<file path="src/rtl/core/kts_pkg.sv">
// Shared types and constants for the key/tag sorter.
package kts_pkg;

  localparam int unsigned KeyBits     = 16;
  localparam int unsigned TagBits     = 16;
  localparam int unsigned MaxItemsDef = 32;

  // Input request: one pair of the data set
  typedef struct packed {
    logic signed [KeyBits-1:0] key;
    logic [TagBits-1:0]        tag;
    logic                      last;
  } in_req_t;

  // Output request: one pair of the sorted run
  typedef struct packed {
    logic signed [KeyBits-1:0] key_out;
    logic [TagBits-1:0]        tag_out;
    logic                      last_out;
    logic                      overflow;
  } out_req_t;

  // Contents of one cell as seen by its neighbours
  typedef struct packed {
    logic                      valid;
    logic signed [KeyBits-1:0] key;
    logic [TagBits-1:0]        tag;
  } cell_t;

  // Row-wide command to every cell
  typedef enum logic [1:0] {
    CELL_HOLD,
    CELL_LOAD,
    CELL_DRAIN
  } kts_op_e;

endpackage

</file>
<file path="src/rtl/core/kts_cell.sv">
// One cell of the sorting row: holds a single pair, sorted against the broadcast key.
module kts_cell (
  input  logic            clk_i,
  input  logic            rst_ni,
  input  kts_pkg::kts_op_e op_i,
  input  kts_pkg::in_req_t new_i,
  input  kts_pkg::cell_t  left_i,
  input  logic            left_gt_i,
  input  kts_pkg::cell_t  right_i,
  output kts_pkg::cell_t  cell_o,
  output logic            gt_o
);
  import kts_pkg::*;

  logic                      valid_q, valid_d;
  logic signed [KeyBits-1:0] key_q, key_d;
  logic [TagBits-1:0]        tag_q, tag_d;
  logic                      ins;

  // Stored key sits after the new one: strict compare keeps arrival order on ties
  assign gt_o = valid_q && (key_q > new_i.key);

  // New pair lands here: left neighbour stays put and this slot moves or is free
  assign ins = (gt_o || !valid_q) && left_i.valid && !left_gt_i;

  assign cell_o = '{valid: valid_q, key: key_q, tag: tag_q};

  // Next contents
  always_comb begin
    valid_d = valid_q;
    key_d   = key_q;
    tag_d   = tag_q;
    case (op_i)
      CELL_LOAD: begin
        if (left_gt_i) begin
          valid_d = left_i.valid;
          key_d   = left_i.key;
          tag_d   = left_i.tag;
        end else if (ins) begin
          valid_d = 1'b1;
          key_d   = new_i.key;
          tag_d   = new_i.tag;
        end
      end
      CELL_DRAIN: begin
        valid_d = right_i.valid;
        key_d   = right_i.key;
        tag_d   = right_i.tag;
      end
      default: begin
      end
    endcase
  end

  always_ff @(posedge clk_i or negedge rst_ni) begin
    if (!rst_ni) begin
      valid_q <= 1'b0;
    end else begin
      valid_q <= valid_d;
    end
  end

  always_ff @(posedge clk_i) begin
    key_q <= key_d;
    tag_q <= tag_d;
  end

endmodule

</file>
<file path="src/rtl/core/key_tag_sorter.sv">
// Stable key/tag sorter built from a row of insertion cells, top level.
//
// Pairs load at one per cycle while in_stall_o is low; each is broadcast to
// a row of MAX_ITEMS cells, every cell compares it with its own key in the
// same cycle, and the row stays sorted after each load. The pair flagged last
// closes the set; from the next cycle the row shifts towards the output one
// cell per taken request, with in_stall_o high throughout. Equal keys leave
// in arrival order. Pairs arriving while the row is full are dropped and the
// final output request then carries overflow.
module key_tag_sorter #(
  parameter int unsigned MAX_ITEMS = kts_pkg::MaxItemsDef
) (
  input  logic              clk_i,
  input  logic              rst_ni,
  input  logic              in_valid_i,
  output logic              in_stall_o,
  input  kts_pkg::in_req_t  in_req_i,
  output logic              out_valid_o,
  input  logic              out_stall_i,
  output kts_pkg::out_req_t out_req_o
);
  import kts_pkg::*;

  localparam int unsigned CntW = $clog2(MAX_ITEMS + 1);

  cell_t             cells   [MAX_ITEMS];
  logic              gts     [MAX_ITEMS];
  cell_t             lefts   [MAX_ITEMS];
  logic              left_gts[MAX_ITEMS];
  cell_t             rights  [MAX_ITEMS];
  kts_op_e           op;
  logic [CntW-1:0]   count_q, count_d;
  logic              drop_q, drop_d;
  logic              drain_q, drain_d;
  logic              in_acc, out_acc, full, final_one;

  assign in_stall_o  = drain_q;
  assign in_acc      = in_valid_i && !in_stall_o;
  assign out_valid_o = drain_q;
  assign out_acc     = out_valid_o && !out_stall_i;
  assign full        = (count_q == CntW'(MAX_ITEMS));
  assign final_one   = !cells[1].valid;

  // Neighbour wiring; cell 0's fixed left neighbour is occupied, never greater
  always_comb begin
    for (int i = 0; i < MAX_ITEMS; i++) begin
      if (i == 0) begin
        lefts[i]    = '{valid: 1'b1, key: '0, tag: '0};
        left_gts[i] = 1'b0;
      end else begin
        lefts[i]    = cells[i-1];
        left_gts[i] = gts[i-1];
      end
      if (i == MAX_ITEMS - 1) begin
        rights[i] = '0;
      end else begin
        rights[i] = cells[i+1];
      end
    end
  end

  // Row command
  always_comb begin
    if (out_acc) begin
      op = CELL_DRAIN;
    end else if (in_acc && !full) begin
      op = CELL_LOAD;
    end else begin
      op = CELL_HOLD;
    end
  end

  for (genvar g = 0; g < MAX_ITEMS; g++) begin : g_cell
    kts_cell u_cell (
      .clk_i     (clk_i),
      .rst_ni    (rst_ni),
      .op_i      (op),
      .new_i     (in_req_i),
      .left_i    (lefts[g]),
      .left_gt_i (left_gts[g]),
      .right_i   (rights[g]),
      .cell_o    (cells[g]),
      .gt_o      (gts[g])
    );
  end

  // Fill count, drop flag and drain phase
  always_comb begin
    count_d = count_q;
    drop_d  = drop_q;
    drain_d = drain_q;
    if (in_acc) begin
      if (full) begin
        drop_d = 1'b1;
      end else begin
        count_d = count_q + CntW'(1);
      end
      if (in_req_i.last) begin
        drain_d = 1'b1;
      end
    end
    if (out_acc && final_one) begin
      count_d = '0;
      drop_d  = 1'b0;
      drain_d = 1'b0;
    end
  end

  always_ff @(posedge clk_i or negedge rst_ni) begin
    if (!rst_ni) begin
      count_q <= '0;
      drop_q  <= 1'b0;
      drain_q <= 1'b0;
    end else begin
      count_q <= count_d;
      drop_q  <= drop_d;
      drain_q <= drain_d;
    end
  end

  // Head cell is the output register
  assign out_req_o = '{key_out:  cells[0].key,
                       tag_out:  cells[0].tag,
                       last_out: final_one,
                       overflow: final_one && drop_q};

endmodule
</file>
<file path="config.mk">
export PLATFORM = sky130hd
export DESIGN_NAME = key_tag_sorter
export DESIGN_NICKNAME = d
export VERILOG_FILES = /design/src/rtl/core/kts_pkg.sv /design/src/rtl/core/kts_cell.sv /design/src/rtl/core/key_tag_sorter.sv
export SDC_FILE = /design/constraint.sdc
export NUM_CORES = 2
export LEC_CHECK = 0
export BUFFER_PORTS_ARGS = -buffer_cell sky130_fd_sc_hd__buf_2
export CORE_UTILIZATION = 40
export CTS_BUF_LIST = sky130_fd_sc_hd__clkbuf_8
export DETAILED_ROUTE_END_ITERATION = 7
export GPL_TIMING_DRIVEN = 0
export PLACE_DENSITY = 0.51
export SYNTH_ARGS = -nofsm -noshare
export SYNTH_HDL_FRONTEND = slang
export SYNTH_HIERARCHICAL = 1
export SYNTH_SLANG_ARGS = --single-unit
</file>
<file path="constraint.sdc">
create_clock -name clk_i -period 9.22 [get_ports clk_i]
set_input_delay 1.383 -clock clk_i [delete_from_list [all_inputs] [get_ports clk_i]]
set_output_delay 1.383 -clock clk_i [all_outputs]
set_load 0.01 [all_outputs]
</file>
== After elaboration in Yosys (flattened, before gate mapping) ==
Index checks and enable logic that the tools add are counted.
W data, S select, Z words.
Word-level totals
  register bits: 1064
  bits of input ports: 37
  output and inout port bits: 36
  word-level logic and storage cells: 700
Operators by class
  add/sub/neg operators: 1
  magnitude comparators: 32
  equality and inequality tests: 36
  muxes and demuxes: 296
  reductions and logical operators: 236
Operators by type and width (count)
  $pmux W16 S2: 64
  $mux W16: 126
  $gt A16 B16 Y1: 32
  $logic_and A1 B1 Y1: 99
  $ne A3 B1 Y1 const B: 31
  $mux W1: 70
  $reduce_and A2 Y1: 35
  $logic_not A1 Y1: 66
  $pmux W1 S2: 32
  $logic_or A1 B1 Y1: 32
  $mux W6: 3
  $reduce_bool A2 Y1: 4
  $add A6 B1 Y6 const B: 1
  $eq A6 B6 Y1 const B: 1
  $ne A2 B1 Y1 const B: 2
  $eq A2 B1 Y1 const B: 1
  $eq A2 B2 Y1 const B: 1
  $mux W2: 1

== Longest topological paths before layout ==
  word-level depth: 8
  depth in mapped cells: 11
  mapped depth without buffers: 11

== Cells and area by module ==
Netlist, hierarchy kept.
Modules (own cells, without submodules)
  kts_cell (g_cell[0].u_cell ...): instances 19, cells each 212, area each 2147.1 µm², seq. area each 985.9 µm²
  kts_cell (g_cell[27].u_cell ...): instances 13, cells each 213, area each 2162.1 µm², seq. area each 985.9 µm²
  key_tag_sorter: instances 1, cells each 49, area each 471.7 µm², seq. area each 200.2 µm²

== Worst setup path before layout ==
OpenSTA, ideal clock, no wires.
  path kind: input to register
  from: input port out_stall_i
  to: register g_cell[27].u_cell.key_q[0], enable pin
  setup time: 0.478 ns
  data arrival time: 6.066 ns
  data required time: 8.742 ns
  setup slack: 2.676 ns
  cell stages on the path: 7
  path buffers: 0
  cell sequence: nor2_1 -> nor2b_1 -> nand2_1 -> or2_2 -> o32ai_1 -> a21oi_1 -> nand2_1
On the way
  longest elaborated chain between the ends: 6
  elaborated cells on any way between the ends: 8
  classes of those cells: 3 x eq/ne; 1 x mux; 4 x reduce/logical
RTL lines
  start, declared: line key_tag_sorter.sv:19  | input logic out_stall_i,
  $logic_not A1 Y1 *: line key_tag_sorter.sv:40  | assign out_acc = out_valid_o && !out_stall_i;
  $logic_and A1 B1 Y1 *: line key_tag_sorter.sv:40
  $mux W2 *: line key_tag_sorter.sv:64  | if (out_acc) begin
  $eq A2 B1 Y1 or $eq A2 B2 Y1 (tied branches): line kts_cell.sv:33  | case (op_i)
  $ne A3 B1 Y1 (no line) or $reduce_bool A2 Y1 (tied branches)
  $reduce_and A2 Y1 (no line) *
  end signal, assigned: line kts_cell.sv:64  | key_q <= key_d;
  end, declared: line kts_cell.sv:16  | logic signed [KeyBits-1:0] key_q, key_d;
Every way passes the cells marked *; elsewhere a longest branch is shown, timed or not.
A chain may end at the register's enable or synchronous reset.

==> qor.yml <==
final_common_cell: "nand2_1"
max_cap_violations: 1
setup_violations: 0
finish.instance_area_sq_um: 77240
p_seq_share_pct: 40.5
post_synth.cell_area_avg_sq_um: 10.13
grt.total_usage_pct: 25.32
timing.final.crit_share_pct: 52.85
grt_pass1_wl_microns: 341100
grt_antenna_before_repair: 5
post_cts_buffers: 0
leakagePower_nw: 31.72
required_ns: 9.76
failed_checks: "capacitance limit, slew limit"
m1WireLength_microns: 97230
hold_path_class: "in -> async"
slowest_delay_ns: 1.03
htreeDepth: 4
hold_buffers: 0
drc_errors: 0
finalNetCount: 7765
worstSetupEndpointType: "register"
grt_max_degree: 95
vias_per_cell: 5.574
wl_met2_microns: 107700
ant_nets: 0
drt_iter0_markers: 3777
clk_path_buf_depth: 3
slowest_stage: "a211o_1"
drt_pass1_iterations: 6
synth_area_sq_um: 69360
arrival_ns: 5.41
ys.warnings.count: 6
comb_power_share_pct: 44.7
p_sw_share_pct: 43.08
layout_common_cells: "nand2_1 (1,143), mux2i_1 (1,043), o21ai_0 (1,026), edfxtp_1 (1,024), inv_1 (666)"
start_kind: "input port"
dr_total_vias: 54030
gp_congestion: 0.8496
cts_tree: "yes"
rows: 152
ir_drop_uv: 157.6
layout-drive-gt1-share_pct: 7.913
root_buffer: "clkbuf_8"
wl_microns: 224100
core_area_sq_um: 171900
nFillCells: 16791
seq_area_sq_um: 31750
multi_input_area_sq_um: 33970
max_slew.worst_pin.slew_ns: 1.560
post-route-min-period_ns: 4.873
power_density_nw_per_um2: 379.8
status: "finished, violations left"
dpl_cell_area_sq_um: 73570
clock_latency_ns: 0.98
die_w_microns: 418.4
path_cells: "buf_4 > buf_16 > inv_1 > ha_1 > nand4_1 > or2_1 > or3_1 > o211a_1 > nor4_2 > clkbuf_1 > a21oi_1 > nor3b_1 > a211o_1"
dr_wl_met3_microns: 11550
top_level_ports: 73
dp_hpwl_microns: 170000
dieArea_sq_um: 175100
highest_layer: "met5"
grt_pass1_vias: 55818
io_buffers: 72
p_total_mw: 29.33
crit_fanout: 57
cts_resized: 0
fin_skew_ns: 0.04780
crit_family: "compound AO/OA/AOI/OAI gates"
slew_viol_final: 33
synthCells: 6845
path_clk_slew_ns: 0.06
p_int_mw: 16.69
p_sw_mw: 12.64
p_clk_share_pct: 14.8
max_slew_margin_pct: -3.999
area_growth_pct: 11.35
overflow: 0
rsz0062_at_grt: "false"
fmax_ghz: 0.2052
setup.worst_path.class: "in -> reg"
finalHoldViolCount: 0
path_buf_inv: 4
cts.sinks: 1064
dieHeight_microns: 418.4
post_drt_wl_per_cell_microns: 23.12
start_util_pct: 40.35
cts_buffers: 203
[metrics by stage]
step / setup TNS (ns) / util, % / worst slack (ns) / instances / hold slack (ns)
after global routing: 0 / 44.93 / 4.101 / 9693 / 0.3342
after global placement: -5507.06 / 42.38 / -3.445 / 9294 / 0.4783
after detailed placement: 0 / 42.79 / 3.154 / 9319 / 0.4908
final: 0 / 44.93 / 4.347 / 9694 / 0.4010
after floorplan: 0 / - / 2.676 / 6912 / 0.4583
after CTS: 0 / 44.91 / 4.199 / 9690 / 0.3035
[state kept, by name, summed over array words and instances (netlist names)]
name	count
in_stall_o	1
count_q	6
g_cell.u_cell/valid_q	32
drop_q	1
g_cell.u_cell/key_q	512
g_cell.u_cell/tag_q	512
[power groups by stage]
stage          combinational (mW)  clock, mW  sequential (mW)
6_report                     13.1       4.35             11.9
5_1_grt                      14.5       4.67             12.1
4_1_cts                      13.1       4.47             11.9
3_5_place_dp                 13.0          0             12.0
3_3_place_gp                 12.7          0             12.0
2_1_floorplan                9.60          0             10.6
[per-layer routing]
layer | global-route usage [%] | up-vias
li1 | - | 25637
met1 | 32.32 | 26653
met2 | 42.86 | 1350
met3 | 4.239 | 388
met4 | 9.046 | 2
met5 | 1.167 | -
[area by class of cell]
| cell class | instances | area share [%] |
|---|---|---|
| multi-input combinational | 4862 | 43.98 |
| sequential | 1064 | 41.11 |
| tap | 2310 | 3.742 |
| clock buffer | 205 | 3.653 |
| inverter | 600 | 2.922 |
| buffer | 386 | 2.197 |
| timing repair buffer | 97 | 1.328 |
| clock inverter | 166 | 1.056 |
| antenna | 4 | 0.01296 |
[worst paths after layout]
path                                             start  slack (ns)  depth (start not counted)                          end
setup / recovery                          in_req_i[32]        4.35                         13  g_cell[14].u_cell/key_q[10]
hold / removal                                  rst_ni        0.40                          1                   in_stall_o
setup reg to reg           g_cell[13].u_cell/key_q[15]        5.06                         10  g_cell[14].u_cell/key_q[10]
hold reg to reg                                 drop_q        0.50                          2                       drop_q
max in group asynchronous                       rst_ni        8.19                          2    g_cell[16].u_cell/valid_q
min in group clk_i                              drop_q        0.50                          2                       drop_q
Power figures use the tool's default switching activity.
